`config.mk`:
```
export PLATFORM = sky130hd
export DESIGN_NAME = twt_front
export DESIGN_NICKNAME = d
export VERILOG_FILES = /design/src/rtl/twt_pkg.sv /design/src/rtl/twt_front.sv
export SDC_FILE = /design/constraint.sdc
export NUM_CORES = 1
export LEC_CHECK = 0
export BUFFER_PORTS_ARGS = -buffer_cell sky130_fd_sc_hd__buf_2
export CAP_MARGIN = 5
export CORE_ASPECT_RATIO = 1.2
export CORE_MARGIN = 2
export CORE_UTILIZATION = 36
export CTS_CLUSTER_SIZE = 10
export DETAILED_ROUTE_END_ITERATION = 10
export RECOVER_POWER = 25
export SYNTH_ARGS = -nofsm -noshare
export SYNTH_HDL_FRONTEND = slang
export SYNTH_SLANG_ARGS = --single-unit
```
`constraint.sdc`:
```
create_clock -name clk -period 8.75 [get_ports clk]
set_input_delay 0.4375 -clock clk [delete_from_list [all_inputs] [get_ports clk]]
set_output_delay 0.4375 -clock clk [all_outputs]
set_load 0.1 [all_outputs]
```
`src/rtl/twt_pkg.sv`:
```
`default_nettype none

package twt_pkg;

  localparam int CLK_W    = 32;
  localparam int PSC_W    = 16;
  localparam int FREQ_W   = 13;
  localparam int DSR_W    = 29;
  localparam int DUR_W    = 8;
  localparam int WORD_W   = 16;
  localparam int RELOAD_W = 16;
  localparam int CMP_W    = 15;
  localparam int QUO_W    = 32;

  localparam int TWT_RELOAD_BITS = 16;

  localparam logic [CLK_W-1:0] CLOCK_RESET    = 32'd72000000;
  localparam logic [PSC_W-1:0] PRESCALE_RESET = 16'd72;

  localparam logic [1:0] ST_OK  = 2'd0;
  localparam logic [1:0] ST_END = 2'd1;
  localparam logic [1:0] ST_BAD = 2'd2;
  localparam logic [1:0] ST_SAT = 2'd3;

  localparam logic CFG_CLOCK    = 1'b0;
  localparam logic CFG_PRESCALE = 1'b1;

  localparam logic [3:0] NOTE_MAX   = 4'd11;
  localparam logic [3:0] OCTAVE_TOP = 4'd8;

  typedef struct packed {
    logic              valid;
    logic [1:0]        status;
    logic [FREQ_W-1:0] freq;
    logic [DUR_W-1:0]  duration;
    logic [CLK_W-1:0]  dvd;
    logic [DSR_W-1:0]  dsr;
    logic [CLK_W-1:0]  rem;
    logic [QUO_W-1:0]  quo;
  } twt_item_t;

  function automatic logic [FREQ_W-1:0] top_octave_hz(input logic [3:0] note);
    logic [FREQ_W-1:0] hz;
    unique case (note)
      4'd0:    hz = 13'd4186;
      4'd1:    hz = 13'd4435;
      4'd2:    hz = 13'd4699;
      4'd3:    hz = 13'd4978;
      4'd4:    hz = 13'd5274;
      4'd5:    hz = 13'd5588;
      4'd6:    hz = 13'd5920;
      4'd7:    hz = 13'd6272;
      4'd8:    hz = 13'd6645;
      4'd9:    hz = 13'd7040;
      4'd10:   hz = 13'd7459;
      4'd11:   hz = 13'd7902;
      default: hz = '0;
    endcase
    return hz;
  endfunction

endpackage

`default_nettype wire

```
`src/rtl/twt_front.sv`:
```
`default_nettype none

module twt_front
  import twt_pkg::*;
(
  input  wire logic              clk,
  input  wire logic              rst_n,
  input  wire logic              accept,
  input  wire logic [WORD_W-1:0] tone_word,
  input  wire logic [CLK_W-1:0]  clock_hz,
  input  wire logic [PSC_W-1:0]  prescaler,
  output twt_item_t              item_out
);

  logic [3:0]        note;
  logic [3:0]        octave;
  logic [FREQ_W-1:0] freq_c;
  logic [DSR_W-1:0]  dsr_c;
  logic [1:0]        status_c;
  logic              valid_r;
  twt_item_t         item_r;

  assign note   = tone_word[3:0];
  assign octave = tone_word[7:4];
  assign freq_c = top_octave_hz(note) >> (OCTAVE_TOP - octave);
  assign dsr_c  = {{(DSR_W-FREQ_W){1'b0}}, freq_c} * {{(DSR_W-PSC_W){1'b0}}, prescaler};

  always_comb begin
    if (tone_word == '0) begin
      status_c = ST_END;
    end else if (note > NOTE_MAX || octave > OCTAVE_TOP) begin
      status_c = ST_BAD;
    end else begin
      status_c = ST_OK;
    end
  end

  always_ff @(posedge clk) begin
    if (!rst_n) begin
      valid_r <= 1'b0;
    end else begin
      valid_r <= accept;
    end
  end

  always_ff @(posedge clk) begin
    item_r.valid    <= 1'b0;
    item_r.status   <= status_c;
    item_r.freq     <= freq_c;
    item_r.duration <= tone_word[15:8];
    item_r.dvd      <= clock_hz;
    item_r.dsr      <= dsr_c;
    item_r.rem      <= '0;
    item_r.quo      <= '0;
  end

  always_comb begin
    item_out       = item_r;
    item_out.valid = valid_r;
  end

endmodule

`default_nettype wire

```
* Word level (Yosys, flattened, before mapping) *
Memory sizes are Yosys's and may differ from the RTL's.
Cells that the tools add are included.
Widths: inputs -> output; s select.

storage, ports and cells
  bits in registers = 85
  ROM bits = 208
  output and inout bits = 149
  logic and storage cells = 15
  memories = 1

operators by class
  $add $sub $neg = 1
  multiply operators = 1
  $lt $le $gt $ge = 2
  shift-type cells = 1
  multiplexer cells = 1
  reductions and logical operators = 2

memory list
  name              words  bits a word  read ports  clocked after Yosys merged registers in  write ports  line           RTL
  (name not given)  16     13           1           0                                        0            twt_pkg.sv:44  unique case (note)

operators with widths
  kind                 number
  $mul 13x16->29       1
  $logic_not 16->1     1
  $shr 13x4->13        1
  $gt 4x4->1 const B   2
  $sub 4x4->4 const A  1
  $mux 2               1
  $logic_or 1x1->1     1

* Logic depth before layout (Yosys ltp) *
  word-level depth = 3
  depth in mapped cells = 27
  mapped depth without buffers = 25

* Worst setup path before layout *
OpenSTA, ideal clock, no wires.

  path type = input to register
  start = input port tone_word[0]
  end = register item_r (netlist bit item_out[91])
  arrival time = 6.809 ns
  required time = 8.658 ns
  slack = 1.849 ns
  cell stages on the path = 24
  path buffers = 1
  path through = inv_1 -> ha_1 -> mux2_4 -> o2bb2ai_1 -> mux4_2 -> nor2b_1 -> a211oi_2 -> buf_2 -> nor2b_1 -> fa_1 -> inv_1 -> fa_1 -> inv_1 -> fa_1 -> inv_1 -> fa_1 -> fa_1 -> inv_1 -> ha_1 -> nand4b_1 -> a2111oi_0 -> o311ai_0 -> nor4b_1 -> nor4_1

on the way
  longest elaborated chain between the ends = 3

ends and longest elaborated chain
  element          line             RTL
  start, declared  twt_front.sv:9   input wire logic [WORD_W-1:0] tone_word,
  $mem_v2 16x13    -
  $shr 13x4->13    twt_front.sv:25  assign freq_c = top_octave_hz(note) >> (OCTAVE_TOP - octave);
  $mul 13x16->29   twt_front.sv:26  assign dsr_c = {{(DSR_W-FREQ_W){1'b0}}, freq_c} * {{(DSR_W-PSC_W){1'b0}}, prescaler};
  via dsr_c[27]    twt_front.sv:18  logic [DSR_W-1:0] dsr_c;
  end, declared    twt_front.sv:21  twt_item_t item_r;

The timed path passes the listed nets, and every way through them passes these cells.
A chain may end at the register's enable or synchronous reset.

* Worst setup path after layout *
  start = input port tone_word[4]
  end = register item_r (netlist bit item_out[91])

on the way
  longest elaborated chain between the ends = 3

ends and longest elaborated chain
  element         line
  $sub 4x4->4     twt_front.sv:25
  $shr 13x4->13   twt_front.sv:25
  $mul 13x16->29  twt_front.sv:26
  via dsr_c[27]   twt_front.sv:18

The timed path passes the listed nets, and every way through them passes these cells.

==> results.md <==
- Worst slew margin: 49.8%
- Port-buffer cells: 151
- Startpoint Class: input port
- Largest net degree at the start of global routing: 22
- Clock root cell: clkbuf_16
- Hpwl dp: 19,400 um
- Final worst-path cycle share: 87.8%
- Hold-fix buffers, CTS: 0
- Fin util: 41.4%
- Unrepaired setup endpoints after global routing: false
- Fmax: 130 MHz
- Beginning of the worst hold path: clock_hz[6]
- Sw Ratio: 56.0%
- Share of layout cells above drive strength 1: 16.5%
- GRT overflow: 0
- H-Tree Depth: 3
- CP arrival: 7.95 ns
- Pwr Density: 326 nW/um^2
- Syn Inst Count: 1,089
- DRT Wirelength: 23,900 um
- Synthesized area per cell: 9.18 sq um
- Max_cap viols: 0
- Total clock sinks: 85
- Die ar.: 29,100 sq um
- WHS: 0.183 ns
- Iteration-0 DRC Markers: 348
- DRT antenna net count: 0
- LEAKAGE: 5.96 nW
- Crit end category: flip-flop
- Crit-path slowest cell: ha_1
- CTS Buffer Depth: 2
- Die Ht: 187 um
- Kind of critical path: input port to flip-flop
- Core Area: 27,200 sq um
- Clock share of power: 12.3%
- Hold Path End: item_out[99]
- Final Instance Area: 11,200 sq um
- Combinational share of power: 73.9%
- Netlist cell types: 64
- Initial Util: 36.8%
- Slew Limit Fails: 0
- Worst-path clk slew: 0.06 ns
- TritonCTS clock tree: yes
- Fraction of registers with async set/reset: 0%
- Vias post-DR: 7,458
- Int Pwr: 0.00161 W
- Post-layout min period: 7.68 ns
- NetSw: 0.00205 W
- VDD IR max: 0.132 mV
- Number of setup buffers added after CTS: 0
- Placed cell areas: 10,900 sq um
- Sequential power share: 13.7%
- Initial antenna violation count: 1
- GPL Wtd Cong: 0.825
- Worst EP required: 9.01 ns
- First-pass GRT wire length: 39,800 um
- Setup TNS: 0 ns
- Die W: 156 um
- TritonCTS Buffers: 9
- Status: finished clean
- Post-synth EDFFs: 0
- CP peak stage delay: 0.65 ns
- Post-synthesis register bit count: 85
- Final Hold Fails: 0
- Final setup vio count: 0
- CP max FO: 17
- Yosys warns: 0
- # rows: 66
- Mapped cell area: 9990 sq um
- Nets: 1,528
- WL/cell: 15.2 um
- Post-synthesis sequential area ratio: 17.0%
- Routed vias/inst: 4.74
- Area Growth Syn to Fin: 12.5%
- Top Family by Delay on Critical Path: adder cells
- CP Cell Sequence: buf_2, inv_1, ha_1, mux4_2, nor2b_1, a211oi_2, nor2b_1, fa_1, inv_1, fa_1, inv_1, fa_1, inv_1, fa_1, fa_1, inv_1, ha_1, nand4b_1, a2111oi_0, buf_4, o311ai_0, nor4b_1, nor4_1
- Top FF cell, synth: dfxtp_1
- I/O pins: 216
- Slew @ Worst Pin: 0.750 ns
- Hold WC Path Type: input port to flip-flop
- Cts repair resizes: 0
- Vias in the first global route: 7,928
- TritonRoute pass-1 iters: 5
- Pwr Total: 0.00366 W
- DRC viols: 0
- Hold Path Depth: 1
- Overall global routing resource usage: 17.4%
- WP buf/inv: 7
state kept, by name, indices dropped and copies added, names as in the netlist:
name	flops
item_out	84
valid_r	1
cell type report:
cell class                      count  area (sq um)
Clock buffer                       11           243
Timing Repair Buffer              170           896
Antenna cell                        1          2.50
Tap cell                          340           425
Clock inverter                      5           106
Fill cell                        2777         15900
Multi-Input combinational cell    768          7140
Inverter                          192           721
Sequential cell                    85          1700
per-layer routing:
metal	vias up	track usage [%]	routed length, um
met4	0	5.54	407
met3	27	2.14	1030
li1	3521	-	-
met1	3721	20.4	9520
met5	-	0	0
met2	189	32.6	12900
Yosys cell counts (7+ instances only):
cell / instances / area share [%]
nor2b_1: 32 / 2.0
dfxtp_1: 85 / 17
nand3_1: 7 / 0.35
nand2_1: 127 / 4.8
and2_1: 74 / 4.6
a211oi_1: 9 / 0.68
xnor2_1: 11 / 0.96
nand2b_1: 12 / 0.75
inv_1: 188 / 7.1
nor2_1: 22 / 0.83
and3_1: 13 / 0.81
o211ai_1: 8 / 0.60
a21o_1: 14 / 1.1
buf_4: 65 / 4.9
xor2_1: 15 / 1.3
nor3_1: 7 / 0.35
clkbuf_1: 32 / 1.2
o21ai_0: 18 / 0.90
a21oi_1: 35 / 1.8
ha_1: 81 / 10
fa_1: 154 / 31
cell families after synthesis:
kind of cell	synth area share, %
buffers and inverters	14.0
XOR/XNOR	2.28
other	0.0375
AO/OA/AOI/OAI	8.08
flip-flops	17.0
AND/OR/NAND/NOR	15.8
multiplexers	1.79
adder cells (fa/ha/maj)	41.0
how the worst max path moves through the flow:
stage | depth (start not counted) | start | end
6_report | 23 | tone_word[4] | item_out[91]
5_1_grt | 23 | tone_word[4] | item_out[91]
4_1_cts | 23 | tone_word[4] | item_out[91]
3_5_place_dp | 23 | tone_word[4] | item_out[91]
3_3_place_gp | 23 | tone_word[4] | item_out[91]
2_1_floorplan | 24 | tone_word[0] | item_out[91]
per-stage QoR:
| stage | std cells | setup slack (ns) |
|---|---|---|
| final | 1572 | 1.07 |
| after global routing | 1572 | 0.467 |
| after CTS | 1571 | 1.09 |
| after detailed placement | 1555 | 0.746 |
| after global placement | 1555 | 0.913 |
| after floorplan | 1152 | 1.85 |
cells in the final DEF (no fill, tap or decap), drive strengths merged, types with 2 or more instances in the layout:
| master | instances |
|---|---|
| inv | 192 |
| o311ai | 2 |
| mux4 | 3 |
| or2 | 2 |
| o31ai | 5 |
| xnor2 | 11 |
| nand2b | 12 |
| o21a | 5 |
| a2111oi | 2 |
| nand3b | 3 |
| clkbuf | 13 |
| nor2b | 32 |
| a31oi | 2 |
| a211oi | 10 |
| a21oi | 35 |
| buf | 168 |
| mux2i | 4 |
| mux2 | 6 |
| nor3 | 7 |
| o21ai | 18 |
| and3 | 13 |
| nand4b | 2 |
| and2 | 74 |
| o22ai | 2 |
| o21bai | 4 |
| nand2 | 128 |
| a21o | 14 |
| nor2 | 23 |
| nand3 | 7 |
| o211ai | 8 |
| nor4 | 3 |
| dfxtp | 85 |
| fa | 154 |
| bufinv | 3 |
| xor2 | 15 |
| ha | 81 |
| conb | 64 |
power by group through the flow:
| stage | logic, W | registers (W) | clock network, W |
|---|---|---|---|
| after floorplan | 0.00163 | 0.00105 | 0 |
| after global placement | 0.00269 | 0.000513 | 0 |
| after detailed placement | 0.00272 | 0.000513 | 0 |
| after CTS | 0.00273 | 0.000504 | 0.000471 |
| after global routing | 0.00302 | 0.000511 | 0.000487 |
| final | 0.00271 | 0.000503 | 0.000451 |
(Power assumes the default switching activity.)
