### src/rtl/twt_pkg.sv
`default_nettype none

package twt_pkg;

  localparam int CLK_W    = 32;
  localparam int PSC_W    = 16;
  localparam int FREQ_W   = 13;
  localparam int DSR_W    = 29;
  localparam int DUR_W    = 8;
  localparam int WORD_W   = 16;
  localparam int RELOAD_W = 16;
  localparam int CMP_W    = 15;
  localparam int QUO_W    = 32;

  localparam int TWT_RELOAD_BITS = 16;

  localparam logic [CLK_W-1:0] CLOCK_RESET    = 32'd72000000;
  localparam logic [PSC_W-1:0] PRESCALE_RESET = 16'd72;

  localparam logic [1:0] ST_OK  = 2'd0;
  localparam logic [1:0] ST_END = 2'd1;
  localparam logic [1:0] ST_BAD = 2'd2;
  localparam logic [1:0] ST_SAT = 2'd3;

  localparam logic CFG_CLOCK    = 1'b0;
  localparam logic CFG_PRESCALE = 1'b1;

  localparam logic [3:0] NOTE_MAX   = 4'd11;
  localparam logic [3:0] OCTAVE_TOP = 4'd8;

  typedef struct packed {
    logic              valid;
    logic [1:0]        status;
    logic [FREQ_W-1:0] freq;
    logic [DUR_W-1:0]  duration;
    logic [CLK_W-1:0]  dvd;
    logic [DSR_W-1:0]  dsr;
    logic [CLK_W-1:0]  rem;
    logic [QUO_W-1:0]  quo;
  } twt_item_t;

  function automatic logic [FREQ_W-1:0] top_octave_hz(input logic [3:0] note);
    logic [FREQ_W-1:0] hz;
    unique case (note)
      4'd0:    hz = 13'd4186;
      4'd1:    hz = 13'd4435;
      4'd2:    hz = 13'd4699;
      4'd3:    hz = 13'd4978;
      4'd4:    hz = 13'd5274;
      4'd5:    hz = 13'd5588;
      4'd6:    hz = 13'd5920;
      4'd7:    hz = 13'd6272;
      4'd8:    hz = 13'd6645;
      4'd9:    hz = 13'd7040;
      4'd10:   hz = 13'd7459;
      4'd11:   hz = 13'd7902;
      default: hz = '0;
    endcase
    return hz;
  endfunction

endpackage

`default_nettype wire

### src/rtl/twt_finish.sv
`default_nettype none

module twt_finish
  import twt_pkg::*;
#(
  parameter int RELOAD_BITS = TWT_RELOAD_BITS
)
(
  input  wire logic                clk,
  input  wire logic                rst_n,
  input  wire twt_item_t           item_in,
  output logic                     out_valid,
  output logic                     out_tone_on,
  output logic [FREQ_W-1:0]        out_tone_freq_hz,
  output logic [RELOAD_W-1:0]      out_reload_value,
  output logic [CMP_W-1:0]         out_compare_value,
  output logic [DUR_W-1:0]         out_duration_ticks,
  output logic [1:0]               out_status
);

  localparam logic [QUO_W:0] MAX_RELOAD = (33'd1 << RELOAD_BITS) - 33'd1;

  logic [QUO_W-1:0] q_minus;
  logic [QUO_W-1:0] reload_c;
  logic [1:0]       status_c;
  logic             on_c;

  logic                valid_r;
  logic                on_r;
  logic [FREQ_W-1:0]   freq_r;
  logic [RELOAD_W-1:0] reload_r;
  logic [CMP_W-1:0]    cmp_r;
  logic [DUR_W-1:0]    dur_r;
  logic [1:0]          status_r;

  assign q_minus = item_in.quo - 32'd1;

  always_comb begin
    on_c     = 1'b1;
    status_c = ST_OK;
    reload_c = q_minus;
    if (item_in.status != ST_OK) begin
      on_c     = 1'b0;
      status_c = item_in.status;
      reload_c = '0;
    end else if (item_in.quo == '0) begin
      status_c = ST_SAT;
      reload_c = '0;
    end else if ({1'b0, q_minus} > MAX_RELOAD) begin
      status_c = ST_SAT;
      reload_c = MAX_RELOAD[QUO_W-1:0];
    end
  end

  always_ff @(posedge clk) begin
    if (!rst_n) begin
      valid_r <= 1'b0;
    end else begin
      valid_r <= item_in.valid;
    end
  end

  always_ff @(posedge clk) begin
    on_r     <= on_c;
    freq_r   <= on_c ? item_in.freq : '0;
    reload_r <= reload_c[RELOAD_W-1:0];
    cmp_r    <= reload_c[CMP_W:1];
    dur_r    <= on_c ? item_in.duration : '0;
    status_r <= status_c;
  end

  assign out_valid          = valid_r;
  assign out_tone_on        = on_r;
  assign out_tone_freq_hz   = freq_r;
  assign out_reload_value   = reload_r;
  assign out_compare_value  = cmp_r;
  assign out_duration_ticks = dur_r;
  assign out_status         = status_r;

endmodule

`default_nettype wire

### config.mk
export PLATFORM = sky130hd
export DESIGN_NAME = twt_finish
export DESIGN_NICKNAME = d
export VERILOG_FILES = /design/src/rtl/twt_pkg.sv /design/src/rtl/twt_finish.sv
export SDC_FILE = /design/constraint.sdc
export NUM_CORES = 1
export LEC_CHECK = 0
export ABC_AREA = 0
export ABC_CLOCK_PERIOD_IN_PS = 4350
export BUFFER_PORTS_ARGS = -buffer_cell sky130_fd_sc_hd__buf_4
export CORE_AREA = 3 3 80 82
export CTS_CLUSTER_DIAMETER = 50
export DETAILED_ROUTE_END_ITERATION = 10
export DIE_AREA = 0 0 83 85
export PLACE_DENSITY = 0.74
export SLEW_MARGIN = 0
export SYNTH_ARGS = -nofsm -noshare
export SYNTH_HDL_FRONTEND = slang
export SYNTH_SLANG_ARGS = --single-unit
### constraint.sdc
create_clock -name clk -period 4.35 [get_ports clk]
set_input_delay 1.0875 -clock clk [delete_from_list [all_inputs] [get_ports clk]]
set_output_delay 1.0875 -clock clk [all_outputs]
set_load 0.02 [all_outputs]
# After elaboration in Yosys (flattened, before gate mapping)
# Cells that the tools add are included.
[totals]
regBits = 41
inputBits = 151
output_inout_bits = 56
elab_cells = 17
[classes]
addsub = 1
n_lt_le_gt_ge = 1
mux = 5
reduce_logical = 3
[ops]
columns = ["cell", "n"]
rows = [
  ["> comparator 32 x 16 -> 1 bit, second input constant", 1],
  ["logical NOT 32 bit", 1],
  ["subtractor 32 x 1 -> 32 bit, second input constant", 1],
  ["2-to-1 mux 16 bit", 1],
  ["2-to-1 mux 2 bit", 3],
  ["nonzero test 2 bit", 1],
  ["OR reduction 2 bit", 1],
  ["2-to-1 mux 1 bit", 1],
]

# Logic depth before layout (Yosys ltp)
[logic_depth]
ltp_word = 5
depth_mapped = 10
mapped_depth_nobuf = 8

# Worst setup path before layout
# OpenSTA, ideal clock, no wires.
[synth_path]
path_kind = "input -> register"
from = "input port item_in[0] (netlist name)"
to = "register cmp_r[10] (netlist: out_compare_value[10])"
setup_time_ps = 132
t_arrival_ps = 3262
t_required_ps = 4218
slack_ps = 956
cell_stages = 10
n_path_buf = 2
path_cell_list = "inv_1 ha_1 or4b_1 clkbuf_4 nor4_1 xnor2_1 nand4_1 a2111oi_4 buf_6 a21oi_1"
[synth_between]
elab_chain_len = 3
elab_cells_between_ends = 5
classes_between = "add/sub: 1; order compare: 1; mux: 1; reduce/logical: 2"
[synth_lines]
columns = ["element", "line", "text"]
rows = [
  ["from (decl)", "twt_finish.sv:11", "input wire twt_item_t item_in,"],
  ["subtractor 32 x 1 -> 32 bit", "twt_finish.sv:36", "assign q_minus = item_in.quo - 32'd1;"],
  ["> comparator 32 x 16 -> 1 bit", "twt_finish.sv:49", "end else if ({1'b0, q_minus} > MAX_RELOAD) begin"],
  ["2-to-1 mux 16 bit", "twt_finish.sv:49", ""],
  ["to (signal assigned)", "twt_finish.sv:67", "cmp_r <= reload_c[CMP_W:1];"],
  ["to (decl)", "twt_finish.sv:32", "logic [CMP_W-1:0] cmp_r;"],
]
# Parallel ways exist; a longest one is shown, timed or not.
# A chain may end at the register's enable or synchronous reset.

# Worst setup path in the final report
[layout_path]
from = "input port item_in[0] (netlist name)"
to = "register cmp_r[3] (netlist: out_compare_value[3])"
# The elaborated chain is that of the path after synthesis.

==> impl_summary.log <==
[metrics] filler instances: 572
[metrics] buffers inserted by post-CTS timing repair: 0
[metrics] antenna viol nets, final: 0
[metrics] DRC: 0
[metrics] initial antenna violation count: 0
[metrics] flip-flop and latch count after synthesis: 41
[metrics] shortest clock period the worst path allows after layout: 3.38 ns
[metrics] required time at the worst-slack endpoint: 4.53 ns
[metrics] count of endpoints failing hold in the final timing report: 0
[metrics] Post-Route Hold Slack: 1.00 ns
[metrics] area of the core region: 5820 um2
[metrics] starting utilization of the core area: 30.6%
[metrics] first-pass GRT wire length: 8.42 mm
[metrics] I/O Pins: 207
[metrics] Clock H-tree levels: 2
[metrics] highest attainable clock frequency: 295 MHz
[metrics] type of element launching the critical path: input pin
[metrics] half-perimeter wire length after detailed placement: 4.38 mm
[metrics] overflow left after global routing: 0
[metrics] Leakage Power: 1.18 nW
[metrics] final design area excluding fillers: 2660 um2
[metrics] count of unique library cells instantiated by Yosys: 40
[metrics] Seq/Total Area, Yosys: 46.1%
[metrics] Area growth, synth to finish: 49.5%
[metrics] CTS tree: done
[metrics] vias after detailed routing: 1685
[metrics] setup violators final: 0
[metrics] total CTS buffers: 5
[metrics] status: finished, final reports clean
[metrics] delay of the slowest cell on the worst path: 0.58 ns
[metrics] hold path startpoint: item_in[148]
[metrics] clock tree root driver cell: clkbuf_8
[metrics] chain of cells forming the critical path: buf_4, inv_1, ha_1, or4b_1, buf_4, nor2_1, or4b_2, nand4_1, a2111oi_4, buf_4, a31oi_1
[metrics] detailed-routing iteration count for the pre-antenna-repair pass: 4
[metrics] post-synthesis cell type with the largest combined area: dfxtp_1
[metrics] Power per Cell Area: 302 nW/um2
[metrics] pin count of the biggest net entering global routing: 24
[metrics] number of DRC markers in iteration 0: 26
[metrics] via count of the first global-routing pass: 1663
[metrics] HP Class: in -> reg
[metrics] Critical Setup Path Class: in -> reg
[metrics] Buf+Inv Stages, Crit Path: 4
[metrics] Chip Height: 85 um
[metrics] post-layout util: 45.8%
[metrics] sort of element at the end of the critical path: register
[metrics] mapped cell area: 1780 um2
[metrics] Post-Syn Instances: 185
[metrics] most numerous cell on the critical path: buf_4
[metrics] count of instances resized after the clock tree is built: 0
[metrics] slowest cell on the critical path: or4b_2
[metrics] maximum net fanout on the critical path: 18
[metrics] top area cells in the synthesized netlist: dfxtp_1, and2_1, buf_4
[metrics] Wirelength per Cell: 14.7 um
[metrics] Max-slew headroom: 66.1%
[metrics] Final GP Congestion: 0.810
[metrics] per-instance average area after synthesis: 9.62 um2
[metrics] Total Die Area: 7060 um2
[metrics] maximum root-to-sink buffer count: 2
[metrics] cell area reported after detailed placement: 2570 um2
[metrics] transition time of the tightest slew-check pin: 0.506 ns
[metrics] total of hold buffers inserted after clock tree synthesis: 0
[metrics] Max Transition Viols Final: 0
[metrics] count of inserted antenna diode cells: 0
[metrics] Synthesized Nets: 337
[metrics] endpoint arrival time on the critical path: 3.57 ns
[metrics] routed wire length: 5.29 mm
[metrics] Vias/cell: 4.68
[metrics] MaxCap Viol Count: 0
[metrics] final non-filler cell total: 360
[metrics] Critical Path Start: item_in[0]
[metrics] IO Port Bufs: 113
[metrics] period utilization: 77.8%
[metrics] gate family responsible for the most delay along the worst path: simple AND/OR/NAND/NOR gates
[metrics] maximum VDD drop: 126 uV
[metrics] width of the die: 83 um
[metrics] count of yosys warnings during synthesis: 0
[metrics] number of standard-cell rows in the floorplan: 28
[metrics] accumulated negative setup slack: 0 ns
[metrics] setup repair after global routing missed its margin: false
[metrics] share of cells above drive strength 1: 45.6%
[metrics] top cell type's share of synthesized area: 46.1%
[metrics] total instance count after detailed placement: 353
[metrics] number of sinks handled by clock tree synthesis: 41
[metrics] clk slew on worst S/H paths: 0.08 ns
[metrics] Post-layout nets: 437
[metrics] GRT Total Usage: 14.8%
-- cells in the mapped netlist (all sizes together) --
| master | instances |
|---|---|
| nand2 | 7 |
| a21oi | 14 |
| o41ai | 1 |
| ha | 1 |
| or4b | 2 |
| clkbuf | 5 |
| nor4 | 9 |
| nor2 | 13 |
| a211o | 1 |
| a31oi | 3 |
| or2 | 1 |
| xor2 | 1 |
| xnor2 | 11 |
| dfxtp | 41 |
| inv | 2 |
| nor4b | 1 |
| o21bai | 2 |
| or3 | 4 |
| nand4 | 3 |
| buf | 18 |
| o211ai | 1 |
| or2b | 1 |
| o41a | 1 |
| o31ai | 4 |
| a2111oi | 1 |
| mux2i | 1 |
| and2 | 22 |
| o21ai | 2 |
| or4 | 6 |
| nor3 | 5 |
| nand3 | 1 |
-- registers in the layout, indices dropped and copies added, names as in the netlist --
name	count
out_tone_freq_hz	13
out_valid	1
out_duration_ticks	8
out_compare_value	15
out_reload_value	1
out_tone_on	1
out_status	2
-- cells in the final DEF, fill, tap and decap left out --
cell type / netlist / final
buf_4: 15 / 116
dfxtp_1: 41 / 41
and2_1: 22 / 22
a21oi_1: 14 / 14
nor2_1: 13 / 13
xnor2_1: 11 / 11
nor4_1: 9 / 9
nand2_1: 7 / 7
clkbuf_8: 0 / 6
nor3_1: 5 / 5
o31ai_1: 4 / 4
nand4_1: 3 / 3
a31oi_1: 3 / 3
inv_1: 2 / 2
or4_4: 2 / 2
or3_1: 2 / 2
or4_1: 2 / 2
or4_2: 2 / 2
o21bai_1: 2 / 2
or3_4: 1 / 1
or4b_1: 1 / 1
or2_0: 1 / 1
a211o_1: 1 / 1
nor4b_1: 1 / 1
or2b_1: 1 / 1
o21ai_1: 1 / 1
or3_2: 1 / 1
o21ai_0: 1 / 1
o41ai_1: 1 / 1
or4b_2: 1 / 1
o41a_1: 1 / 1
mux2i_1: 1 / 1
o211ai_1: 1 / 1
a2111oi_4: 1 / 1
nand3_1: 1 / 1
xor2_1: 1 / 1
ha_1: 1 / 1
clkbuf_1: 3 / 1
-- through the flow --
| step | total power [W] | setup WS (ns) |
|---|---|---|
| floorplan | 0.000481 | 0.956 |
| global placement | 0.000566 | 0.713 |
| detailed placement | 0.000568 | 0.697 |
| CTS | 0.000815 | 0.990 |
| global route | 0.000841 | 0.889 |
| finish | 0.000803 | 0.966 |
-- final timing paths --
kind | end | cells after the start
setup / recovery | out_compare_value[3] | 11
hold / removal | out_valid | 2
-- power breakdown --
part,total (W),internal (W),switching [W],leakage (nW)
logic,0.000158,0.0000803,0.0000774,0.801
registers,0.000401,0.000393,0.00000765,0.339
clock network,0.000244,0.000126,0.000118,0.0443
-- kinds of logic after synthesis --
group	count (synthesis)	share of synthesized area, %
multiplexers	1	0.562
AO/OA/AOI/OAI	30	11.7
flip-flops	41	46.1
XOR/XNOR	12	5.90
AND/OR/NAND/NOR	75	25.1
buffers and inverters	25	9.98
adder cells (fa/ha/maj)	1	0.703
-- metal layers --
layer	routed length, um	track usage [%]	up-vias
li1	-	-	833
met1	2310	17.9	753
met2	2160	22.1	94
met3	747	9.03	5
met4	63	4.46	0
met5	0	0	-
-- cell type report --
cell class                 instances  area [um2]  share of cell area [%]
sequential                        41         821                    30.8
timing repair buffer             116         871                    32.7
tap                               75        93.8                    3.53
clock buffer                       7        86.3                    3.24
inverter                           2        7.51                   0.282
multi-input combinational        119         782                    29.4
No activity file was read; power rests on OpenSTA's default activity.
