### src/rtl/twt_pkg.sv
`default_nettype none

package twt_pkg;

  localparam int CLK_W    = 32;
  localparam int PSC_W    = 16;
  localparam int FREQ_W   = 13;
  localparam int DSR_W    = 29;
  localparam int DUR_W    = 8;
  localparam int WORD_W   = 16;
  localparam int RELOAD_W = 16;
  localparam int CMP_W    = 15;
  localparam int QUO_W    = 32;

  localparam int TWT_RELOAD_BITS = 16;

  localparam logic [CLK_W-1:0] CLOCK_RESET    = 32'd72000000;
  localparam logic [PSC_W-1:0] PRESCALE_RESET = 16'd72;

  localparam logic [1:0] ST_OK  = 2'd0;
  localparam logic [1:0] ST_END = 2'd1;
  localparam logic [1:0] ST_BAD = 2'd2;
  localparam logic [1:0] ST_SAT = 2'd3;

  localparam logic CFG_CLOCK    = 1'b0;
  localparam logic CFG_PRESCALE = 1'b1;

  localparam logic [3:0] NOTE_MAX   = 4'd11;
  localparam logic [3:0] OCTAVE_TOP = 4'd8;

  typedef struct packed {
    logic              valid;
    logic [1:0]        status;
    logic [FREQ_W-1:0] freq;
    logic [DUR_W-1:0]  duration;
    logic [CLK_W-1:0]  dvd;
    logic [DSR_W-1:0]  dsr;
    logic [CLK_W-1:0]  rem;
    logic [QUO_W-1:0]  quo;
  } twt_item_t;

  function automatic logic [FREQ_W-1:0] top_octave_hz(input logic [3:0] note);
    logic [FREQ_W-1:0] hz;
    unique case (note)
      4'd0:    hz = 13'd4186;
      4'd1:    hz = 13'd4435;
      4'd2:    hz = 13'd4699;
      4'd3:    hz = 13'd4978;
      4'd4:    hz = 13'd5274;
      4'd5:    hz = 13'd5588;
      4'd6:    hz = 13'd5920;
      4'd7:    hz = 13'd6272;
      4'd8:    hz = 13'd6645;
      4'd9:    hz = 13'd7040;
      4'd10:   hz = 13'd7459;
      4'd11:   hz = 13'd7902;
      default: hz = '0;
    endcase
    return hz;
  endfunction

endpackage

`default_nettype wire

### src/rtl/twt_div_cell.sv
`default_nettype none

module twt_div_cell
  import twt_pkg::*;
(
  input  wire logic      clk,
  input  wire logic      rst_n,
  input  wire twt_item_t item_in,
  output twt_item_t      item_out
);

  logic [CLK_W:0] trial;
  logic [CLK_W:0] dsr_ext;
  logic           fits;
  logic [CLK_W:0] diff;
  logic           valid_r;
  twt_item_t      item_r;

  // one quotient bit per cell, restoring step
  assign trial   = {item_in.rem, item_in.dvd[CLK_W-1]};
  assign dsr_ext = {{(CLK_W+1-DSR_W){1'b0}}, item_in.dsr};
  assign fits    = trial >= dsr_ext;
  assign diff    = trial - dsr_ext;

  always_ff @(posedge clk) begin
    if (!rst_n) begin
      valid_r <= 1'b0;
    end else begin
      valid_r <= item_in.valid;
    end
  end

  always_ff @(posedge clk) begin
    item_r.valid    <= 1'b0;
    item_r.status   <= item_in.status;
    item_r.freq     <= item_in.freq;
    item_r.duration <= item_in.duration;
    item_r.dsr      <= item_in.dsr;
    item_r.dvd      <= {item_in.dvd[CLK_W-2:0], 1'b0};
    item_r.rem      <= fits ? diff[CLK_W-1:0] : trial[CLK_W-1:0];
    item_r.quo      <= {item_in.quo[QUO_W-2:0], fits};
  end

  always_comb begin
    item_out       = item_r;
    item_out.valid = valid_r;
  end

endmodule

`default_nettype wire

### config.mk
export PLATFORM = sky130hd
export DESIGN_NAME = twt_div_cell
export DESIGN_NICKNAME = d
export VERILOG_FILES = /design/src/rtl/twt_pkg.sv /design/src/rtl/twt_div_cell.sv
export SDC_FILE = /design/constraint.sdc
export NUM_CORES = 1
export LEC_CHECK = 0
export ABC_AREA = 1
export BUFFER_PORTS_ARGS = -buffer_cell sky130_fd_sc_hd__clkbuf_2
export CAP_MARGIN = 10
export CORE_MARGIN = 5
export CORE_UTILIZATION = 46
export CTS_CLUSTER_SIZE = 24
export DETAILED_ROUTE_END_ITERATION = 7
export PLACE_DENSITY = 0.8
export SETUP_SLACK_MARGIN = 0.05
export SYNTH_ARGS = -nofsm -noshare
export SYNTH_HDL_FRONTEND = slang
export SYNTH_SLANG_ARGS = --single-unit
export TNS_END_PERCENT = 50
### constraint.sdc
create_clock -name clk -period 1.97 [get_ports clk]
set_input_delay 0.197 -clock clk [delete_from_list [all_inputs] [get_ports clk]]
set_output_delay 0.197 -clock clk [all_outputs]
set_load 0.02 [all_outputs]
### Yosys cells after proc, flatten, opt, wreduce, memory -nomap -nowiden

Index checks and enable logic that the tools add are counted.
W data, S select, Z words.

| operators by class | value |
|---|---|
| $add $sub $neg | 1 |
| order comparisons | 1 |
| muxes and demuxes | 1 |

Operators with widths:

| operator | count |
|---|---|
| $ge A33 B29 Y1 | 1 |
| $mux W32 | 1 |
| $sub A32 B29 Y32 | 1 |

| storage, ports and cells | value |
|---|---|
| flip-flop bits (word level) | 148 |
| output and inout port bits | 149 |
| word-level logic and storage cells | 11 |

### Depth between registers and ports, before layout

Gate-level depths: netlist (run 1).

| depth | value |
|---|---|
| depth in word-level cells | 2 |
| depth in mapped cells | 16 |
| gate-level depth less buffers | 16 |

### Worst setup path before layout (run 1)

No wires, ideal clock.

| path | value |
|---|---|
| kind | input-to-reg |
| from | input port item_in[66] (netlist name) |
| to | register item_r (netlist bit item_out[63]) |
| library setup time | 0.116 ns |
| arrival | 1.551 ns |
| required time | 1.854 ns |
| slack | 0.304 ns |
| cell stages on the path | 14 |
| buffers on the path | 2 |
| path through | inv_1 ha_1 buf_6 nand2_1 nand2_1 nand2_2 nand2_1 nand2_1 nand3_2 nand2_2 nand2_2 a21oi_4 buf_6 a21oi_1 |

| between the ends | value |
|---|---|
| longest elaborated chain between the ends | 2 |
| elaborated cells between the ends (all ways) | 3 |
| those cells by class | add/sub: 1; order compare: 1; mux: 1 |

Ends and longest elaborated chain:

| what | line | RTL |
|---|---|---|
| start: declaration | twt_div_cell.sv:8 | `input wire twt_item_t item_in,` |
| $sub A32 B29 Y32 / $ge A33 B29 Y1 (equally long branches) | twt_div_cell.sv:23, twt_div_cell.sv:22 |  |
| $mux W32 * | twt_div_cell.sv:40 | `item_r.rem <= fits ? diff[CLK_W-1:0] : trial[CLK_W-1:0];` |
| end: declaration | twt_div_cell.sv:17 | `twt_item_t item_r;` |

Mark *: on every way between the ends. The rest lies on a longest branch, timed or not.
A chain may end at the register's enable or synchronous reset.

### Worst setup path in the final report (run 1)

| path | value |
|---|---|
| from | input port item_in[80] (netlist name) |
| to | register item_r (netlist bit item_out[43]) |

| between the ends | value |
|---|---|
| longest elaborated chain between the ends | 2 |

Ends and longest elaborated chain:

| what | line | RTL |
|---|---|---|
| $ge A33 B29 Y1 | twt_div_cell.sv:22 | `assign fits = trial >= dsr_ext;` |
| $mux W32 | twt_div_cell.sv:40 |  |

Every way passes these cells.

==> metrics.txt, run 1 <==
run status finished, final reports clean; met3 Usage GRT 0.1141; worst vdd ir 0.6312 mV; Hold Path Cell Cnt 3; Synth Area per Inst 7.379 sq um; hpwl dp 17630 um; via/cell ratio 4.769; Routed Antenna Nets 0; Die ar. 15490 sq um; Seq/Total Area, Yosys 0.4915; DP Worst Slack -0.3169 ns; Final Hold Viols 0; initial drt markers 532; commonest non-fill, non-tap cell in the layout nand2_1; Die H 124.5 um; DP Area 8295 sq um; Cells after Synth 817; Final Cycle Share 0.9114; final instance area 10350 sq um; CTS Root Cell clkbuf_16; first-pass GRT wire length 42400 um; adder-cell share of the synthesized area 0.06351; die width 124.5 um; final setup fails 0; CP arrival 2.11 ns; Buffers on Ports 297; Diodes inserted 0; Setup crit end kind register; Avg WL per Cell 17.98 um; CTS H-tree lvls 4; post-synth top area share 0.4915; max-slew violation count 0; Pwr Density 859.7 nW/um^2; hold path start item_in[41]; fillers 806; nets 1533; CTS tree built; RSZ-0062 raised after global routing false; Reg clk slew, reported paths 0.07 ns; leading post-synthesis cells by cell area dfxtp_1, nand2_1, inv_1, ha_1, nand3_1; total grt overflow 0; Static Leak 5.995 nW; Pre-antenna DRT Iters 7; Fmax 0.5570 GHz; Yosys top cell by area dfxtp_1; # DRC 0; grt peak-use layer met2; Final WS setup 0.1746 ns; RePlAce Congestion 0.9495; Initial Util 0.4738; complex-gate fraction of the synthesized area 0.01972; Crit Path Max Fanout 11; row count 41; Layout area overhead 71.69%; most frequent cells in the layout nand2_1, clkbuf_2, inv_1, dfxtp_1, dlygate4sd3_1; met2 Resource Use GR 0.6142; Via Count 7330; CP Data Required Time 2.28 ns; number of I/O pins 300; total global-route track usage 0.3503; routed wire length 27630 um; largest net degree at the start of global routing 29; XOR/XNOR Fraction of Synth Area 0.02034; Synth Warn # 0; layout cell share with drive strength beyond 1 0.3158; Longest Clk Path Bufs 2; fraction of the mapped netlist area in simple logic gates 0.2841; Hold Path Class input port to register; synthesized netlist net count 998; post-synthesis mux area share 0; vias in the first global route 7685; critical path type input port to register; Mapped Area 6028 sq um; Core Footprint 12720 sq um; Worst setup SP type input port; CTS sink count 148; Worst Hold Path EP item_out[42]$_DFF_P_; Period minus WS final 1.795 ns; post-synth cell types 26; Num CTS Buffers 17; Yosys reg bits 148; initial antenna violation count 0; M1 GR Usage 0.3760; main combinational cell family by area after synthesis simple AND/OR/NAND/NOR gates; Max Cap Violations 0
## synth_stat cells
cell type  instances
conb_1             1
nor4_1             1
and2_1             1
nand3_2            1
xnor2_1            1
nand2_1          321
fa_1               1
a21oi_1           12
buf_4              2
buf_6              6
nor2_1            44
nor3_1             5
a21oi_4            1
nand3_1           35
o21bai_1           2
nand4_1            7
nand2_2            5
xor2_1            13
nor2_2             3
a211oi_2           1
nand3b_1           2
ha_1              29
dfxtp_1          148
nand2_4            1
o21ai_0            3
inv_1            171
## sequential cells by signal, summed over array words and instances (netlist names)
signal    count
valid_r       1
item_out    147
## worst max-delay path by stage
stage | startpoint | end | slack [ns]
global placement | item_in[85] | item_out[36]$_DFF_P_ | -0.26
CTS | item_in[76] | item_out[38]$_DFF_P_ | 0.08
floorplan | item_in[66] | item_out[63]$_DFF_P_ | 0.30
global route | item_in[74] | item_out[57]$_DFF_P_ | 0.05
detailed placement | item_in[76] | item_out[51]$_DFF_P_ | -0.32
finish | item_in[80] | item_out[43]$_DFF_P_ | 0.17
## per-stage QoR
stage	hold WS (ns)	TNS (ns)	instances	power (mW)	utilization
6_report	0.01907	0	1537	8.897	0.8135
4_1_cts	0.0007241	0	1531	8.773	0.8081
3_3_place_gp	0.2995	-7.231	1361	5.203	0.6520
2_1_floorplan	0.2247	0	817	4.389	-
5_1_grt	0.02539	0	1537	9.235	0.8135
3_5_place_dp	0.3010	-8.228	1361	5.239	0.6520
## cell type report
class	count	area [sq um]	area share
flip-flops and latches	148	2963	0.2863
well taps	172	215.2	0.02079
repair buffers	523	3566	0.3445
clock buffers	17	425.4	0.04110
inverters	171	641.9	0.06202
multi-input cells	491	2360	0.2280
clock inverters	15	178.9	0.01729
## kinds of logic (layout without fill, tap and decap cells)
group | Yosys count | in the layout
and+or+nand+nor | 426 | 426
buffers and inverters | 179 | 726
AOI/OAI and AO/OA | 19 | 20
xor gates and xnor gates | 14 | 14
DFF | 148 | 148
adders and majority gates | 30 | 30
other | 1 | 1
## per-layer routing
| metal | share of wire | vias to the layer above |
|---|---|---|
| met5 | 0 | - |
| met4 | 0.051 | 0 |
| met3 | 0.087 | 96 |
| met2 | 0.49 | 411 |
| met1 | 0.37 | 3329 |
| li1 | - | 3494 |
## worst max-delay path, stage by stage
cell	delay, ns
clkbuf_2	0.12
inv_1	0.06
ha_1	0.36
nand2_1	0.13
nor2_1	0.22
nand2_1	0.11
nor2_1	0.18
nand2_1	0.12
nand3_1	0.22
a21oi_4	0.07
buf_12	0.16
nand2_1	0.08
nand2_1	0.08
## power by group
group | switching (mW) | total, mW | internal, mW | leakage [nW]
Sequential | 0.0926 | 3.35 | 3.25 | 1.25
Combinational | 1.27 | 2.19 | 0.918 | 4.45
Clock | 1.54 | 3.36 | 1.82 | 0.294
Total | 2.90 | 8.90 | 5.99 | 6.00
## what timing repair did
action	CTS	global route
endpoints found under the hold margin	137	0
buffers inserted	0	5
resized for setup	0	2
hold buffers	138	0
setup endpoints to repair	0	28
(Power assumes the default switching activity.)
==> run 2: changes to the inputs <==
--- a/config.mk
+++ b/config.mk
@@ -5,14 +5,13 @@
 export SDC_FILE = /design/constraint.sdc
 export NUM_CORES = 1
 export LEC_CHECK = 0
-export ABC_AREA = 1
 export BUFFER_PORTS_ARGS = -buffer_cell sky130_fd_sc_hd__clkbuf_2
 export CAP_MARGIN = 10
 export CORE_MARGIN = 5
-export CORE_UTILIZATION = 46
+export CORE_UTILIZATION = 43
 export CTS_CLUSTER_SIZE = 24
 export DETAILED_ROUTE_END_ITERATION = 7
-export PLACE_DENSITY = 0.8
+export PLACE_DENSITY = 0.79
 export SETUP_SLACK_MARGIN = 0.05
 export SYNTH_ARGS = -nofsm -noshare
 export SYNTH_HDL_FRONTEND = slang
==> run 2 against run 1 <==
Hold slack improved by 0.014 ns. Final cell count fell by 26%. Die area fell by 8.9%. Critical path type unchanged. Clock power fell by 7.1%. Via count fell by 23%. Final area fell by 6.2%. Largest cell class unchanged. The flow now finishes with violations (setup timing). Global-route usage fell by 3.8 points. Highest routed layer unchanged.
==> metrics.txt, run 2 <==
Static Leak 4.938 nW; post-synth cell types 50; Pre-antenna DRT Iters 4; fillers 593; initial antenna violation count 1; Hold Path Class input port to register; actual slew at the worst max-slew pin 0.5468 ns; Yosys reg bits 148; P_int 6.024 mW; Seq/Total Area, Yosys 0.5822; combinational share of power 0.254; # DRC 0; Layout area overhead 90.88%; Initial Util 0.4419; Worst path slowest cell fa_2; Crit Path Max Fanout 3; hold slack 0.03332 ns; Synth Warn # 0; initial drt markers 363; DP Area 7522 sq um; Routed Antenna Nets 0; CP arrival 2.74 ns; Max Cap Violations 0; worst vdd ir 0.8116 mV; max-slew violation count 0; RePlAce Congestion 0.9084; Setup crit end kind register; Pwr Density 895.0 nW/um^2; vias in the first global route 6116; CTS sink count 148; Final Cycle Share 1.237; Largest register FFs 147; max incr delay on CP 0.40 ns; Final WS setup -0.4674 ns; Yosys top cell by area dfxtp_1; Synth Area per Inst 11.11 sq um; die width 118.8 um; P_sw 2.669 mW; largest net degree at the start of global routing 17; Die H 118.8 um; via/cell ratio 4.954; nets 1164; CTS tree built; CTS H-tree lvls 4; Cells after Synth 458; total grt overflow 0; final setup fails 33; synthesized netlist net count 639; Switching Share 0.3071; launch point of the worst path item_in[124]; top-count cell post-synth dfxtp_1; CP Data Required Time 2.27 ns; Top FF cell, synth dfxtp_1; async set-reset flop share out of synthesis 0; Buffers on Ports 297; Post-synth EDFFs 0; Period minus WS final 2.437 ns; most frequent cells in the layout clkbuf_2, dfxtp_1, dlygate4sd3_1, buf_4, inv_1; Die ar. 14110 sq um; Final Hold Viols 0; Avg WL per Cell 20.14 um; Worst setup SP type input port; routed wire length 22970 um; share of total power in the clock network 0.359; Post-synth top cells dfxtp_1, a21oi_1, inv_1; run status complete, but fails checks; layout cell share with drive strength beyond 1 0.5110; RSZ-0062 raised after global routing true; post-synth top area share 0.5822; hpwl dp 15070 um; Setup crit end item_out[56]$_DFF_P_; row count 39; CTS Root Cell clkbuf_16; number of I/O pins 300; Mapped Area 5089 sq um; Fmax 0.4103 GHz; Reg clk slew, reported paths 0.06 ns; total global-route track usage 0.3128; critical-path cell list clkbuf_2 > inv_1 > ha_1 > fa_2 > nor2b_2 > o2111ai_1 > a21oi_2 > nor3_1 > nor3_2 > a31o_2 > mux2i_2 > o221ai_1 > mux2_4; Num CTS Buffers 17; Flop pwr share 0.387; commonest non-fill, non-tap cell in the layout clkbuf_2; first-pass GRT wire length 34440 um; Core Footprint 11520 sq um; post-layout util 0.8434; violated checks setup timing; leading post-synthesis cells by cell area dfxtp_1, ha_1, a21oi_1, mux2_4, xnor2_1; final instance area 9713 sq um; Via Count 5647; critical path type input port to register; Longest Clk Path Bufs 2; max_slew headroom 0.6321
run 2: cell types whose count changed in the layout (fill, tap and decap cells not counted), sizes merged, moves of 6 or more:
cell and delta:
dlygate4sd3 -21, nand2b +6, nor2 -22, xnor2 +19, nor2b +7, inv -138, nand2 -309, nand3 -28
o21ai +7, a21oi +30, mux2 +13, buf +19, a21o +17
run 2: how the worst min path moves through the flow:
stage	start	endpoint	slack (ns)	cells past startpoint
2_1_floorplan	item_in[99]	item_out[100]$_DFF_P_	0.22	0
3_3_place_gp	item_in[133]	item_out[133]$_DFF_P_	0.30	1
3_5_place_dp	item_in[107]	item_out[108]$_DFF_P_	0.30	1
4_1_cts	item_in[61]	item_out[62]$_DFF_P_	0.008	2
5_1_grt	item_in[61]	item_out[62]$_DFF_P_	0.01	2
6_report	item_in[52]	item_out[53]$_DFF_P_	0.03	2
run 2: cell type report:
| type | count | area [sq um] | share of cell area |
|---|---|---|---|
| multi-input combinational | 260 | 2228 | 0.2294 |
| clock inverter | 14 | 131.4 | 0.01353 |
| sequential | 148 | 2963 | 0.3050 |
| clock buffer | 18 | 439.2 | 0.04521 |
| tap | 143 | 178.9 | 0.01842 |
| inverter | 33 | 138.9 | 0.01430 |
| antenna | 1 | 2.502 | 0.0002576 |
| timing repair buffer | 523 | 3631 | 0.3738 |
run 2: through the flow:
step | setup TNS [ns] | setup slack, ns | total power, mW | cells
final | -12.62 | -0.4674 | 8.693 | 1140
after global routing | -14.49 | -0.5505 | 9.017 | 1139
after CTS | -9.058 | -0.3287 | 8.576 | 1132
after detailed placement | -28.30 | -0.9517 | 5.237 | 975
after global placement | -24.69 | -0.8336 | 5.174 | 975
after floorplan | -16.48 | -0.5794 | 4.410 | 458
run 2: cells by family (layout without fill, tap and decap cells):
family / Yosys count / in the layout / share of synthesized area
xor gates and xnor gates: 28 / 28 / 0.04819
and+or+nand+nor: 90 / 90 / 0.08926
AOI/OAI and AO/OA: 97 / 97 / 0.1202
adders and majority gates: 30 / 30 / 0.07524
buffers and inverters: 50 / 588 / 0.04450
DFF: 148 / 148 / 0.5822
other: 1 / 2 / 0.0007369
muxes: 14 / 14 / 0.03959
run 2: power by group through the flow:
stage | combinational, mW | clock, mW | sequential, mW
6_report | 2.21 | 3.12 | 3.36
5_1_grt | 2.33 | 3.31 | 3.38
3_3_place_gp | 1.77 | 0 | 3.41
3_5_place_dp | 1.82 | 0 | 3.42
2_1_floorplan | 0.661 | 0 | 3.75
4_1_cts | 2.08 | 3.14 | 3.35
run 2: critical path, delay by kind of cell:
kind            cells  cell delay [ns]
compound gates      4             0.77
fa+ha+maj           2             0.64
mux                 2             0.54
simple gates        3             0.43
buf+inv             2             0.15
run 2: timing repair:
action,4_1_cts,5_1_grt
hold endpoints to repair,116,0
setup buffers,6,6
setup endpoints to repair,33,33
cloned,2,2
hold buffers,117,0
pin swaps,4,6
gates resized for setup,25,32
run 2: routing by layer:
| layer | GRT usage | vias to the layer above | wire length (um) |
|---|---|---|---|
| met5 | 0 | - | 0 |
| met4 | 0.1311 | 0 | 985 |
| met3 | 0.09503 | 68 | 1502 |
| met2 | 0.5716 | 266 | 11910 |
| met1 | 0.3333 | 2697 | 8568 |
| li1 | - | 2616 | - |
==> run 3: changes to the inputs <==
==> constraint.sdc (replaced) <==
create_clock -name clk -period 1.97 [get_ports clk]
set_input_delay 0.2955 -clock clk [delete_from_list [all_inputs] [get_ports clk]]
set_output_delay 0.2955 -clock clk [all_outputs]
set_load 0.02 [all_outputs]
==> run 3 against run 2 <==
The flow still finishes with violations (setup timing). Setup slack improved by 0.0029 ns. Via count increased by 1.0%. First-iteration DRC count up 29%. Utilization fell by 0.054 points. Clock power increased by 4%. Die area unchanged. Critical path depth is 1 lower. Maximum frequency rose by 0.12%. Flip-flop and latch count unchanged. Final area about the same. Sequential power barely moved. Total power rose by 1.6%.
==> metrics.txt, run 3 (synthesized netlist as in run 2, its figures left out) <==
run status complete, but fails checks; violated checks setup timing; total grt overflow 0; max_slew headroom 0.6151; register area 2963 sq um; critical-path cell list clkbuf_16 > inv_12 > ha_4 > a21o_1 > a31oi_4 > a211oi_2 > or4_4 > a21oi_4 > o31ai_4 > a211o_4 > buf_12 > mux2_4; Final WS setup -0.4645 ns; Diodes inserted 0; Static Leak 4.939 nW; layout cell share with drive strength beyond 1 0.5298; Core Footprint 11520 sq um; hold path start item_in[72]; fillers 586; RSZ-0062 raised after global routing true; vias in the first global route 6156; Via Count 5706; largest net degree at the start of global routing 17; Period minus WS final 2.434 ns; die width 118.8 um; max-slew violation count 0; Worst path slowest cell or4_4; # DRC 0; combinational share of power 0.253; commonest non-fill, non-tap cell in the layout clkbuf_2; actual slew at the worst max-slew pin 0.5721 ns; number of cells after detailed placement 980; CP arrival 2.74 ns; launch point of the worst path item_in[68]; Multi-input gate area 2295 sq um; Longest Clk Path Bufs 2; Avg WL per Cell 20.63 um; most frequent cells in the layout clkbuf_2, dfxtp_1, dlygate4sd3_1, buf_4, inv_1; P_sw 2.602 mW; critical path type input port to register; hpwl dp 14830 um; final setup fails 33; Routed Antenna Nets 0; crit-path leading delay family compound AO/OA/AOI/OAI gates; RePlAce Congestion 0.9088; CP Data Required Time 2.28 ns; Fmax 0.4108 GHz; CTS sink count 148; total global-route track usage 0.3177; Buf+Inv Stages, Crit Path 3; Initial Util 0.4419; initial antenna violation count 2; Final Hold Viols 0; Layout area overhead 90.75%; Die H 118.8 um; Setup crit end kind register; Flop pwr share 0.381; Worst setup SP type input port; Die ar. 14110 sq um; CTS tree built; via/cell ratio 5.032; routed wire length 23400 um; Crit Path Max Fanout 15; Pre-antenna DRT Iters 5; Pwr Density 910.4 nW/um^2; P_int 6.234 mW; Num CTS Buffers 17; Reg clk slew, reported paths 0.06 ns; nets 1159; Final Cycle Share 1.236; CTS Root Cell clkbuf_16; Max Cap Violations 0; number of I/O pins 300; first-pass GRT wire length 34720 um; max incr delay on CP 0.45 ns; Non-Filler Instances 1134; worst vdd ir 0.6118 mV; row count 39; Sum Neg Setup Slack -13.10 ns; Largest register FFs 147; Switching Share 0.2945; initial drt markers 470; CTS H-tree lvls 4; share of total power in the clock network 0.367; Hold Path Class input port to register; Buffers on Ports 297
## run 3: cell count changes in the layout (fill, tap and decap cells not counted), sizes merged
cell         before  now
clkbuf          317  316
clkinv            2    5
bufinv            0    2
dlygate4sd3     117  110
inv              42   37
bufbuf            0    1
buf             107  109
diode             1    0
## run 3: what timing repair did
item                       CTS  global route
pin swaps                    8             4
hold buffers               110             0
hold endpoints to repair   110             0
gates cloned                 2             1
gates resized for setup     32            38
setup endpoints to repair   33            33
buffers inserted             5             4
## run 3: worst paths after layout
kind	depth (start not counted)	endpoint	slack (ns)
setup / recovery	12	item_out[57]$_DFF_P_	-0.46
hold / removal	1	item_out[72]$_DFF_P_	0.02
## run 3: metal layers
| metal | vias to the layer above | global-route usage | wire (um) |
|---|---|---|---|
| li1 | 2601 | - | - |
| met1 | 2708 | 0.3297 | 8414 |
| met2 | 305 | 0.5627 | 11760 |
| met3 | 88 | 0.1180 | 1968 |
| met4 | 4 | 0.1586 | 1225 |
| met5 | - | 0 | 27 |
## run 3: metrics by stage
stage                     utilization  setup slack [ns]  area (sq um)  hold WS [ns]  total power, mW
after CTS                      0.8238           -0.4437          9487      0.007713            8.682
after floorplan                     -           -0.6779          5276        0.3232            4.410
after global routing           0.8429           -0.5144          9707       0.01126            9.128
after detailed placement       0.6565            -1.031          7560        0.3994            5.237
after global placement         0.6565           -0.9321          7560        0.3986            5.184
final                          0.8429           -0.4645          9707       0.02405            8.837
## run 3: final cells by class
type | instances | share of cell area
well taps | 143 | 0.01843
clock inverters | 14 | 0.01547
multi-input cells | 260 | 0.2364
clock buffers | 18 | 0.04524
repair buffers | 518 | 0.3649
flip-flops and latches | 148 | 0.3052
inverters | 33 | 0.01431
## run 3: power groups by stage
stage               logic, mW  clock network (mW)  registers (mW)
detailed placement       1.82                   0            3.41
floorplan               0.661                   0            3.75
global route             2.34                3.40            3.38
global placement         1.78                   0            3.41
finish                   2.23                3.24            3.36
CTS                      2.08                3.24            3.35
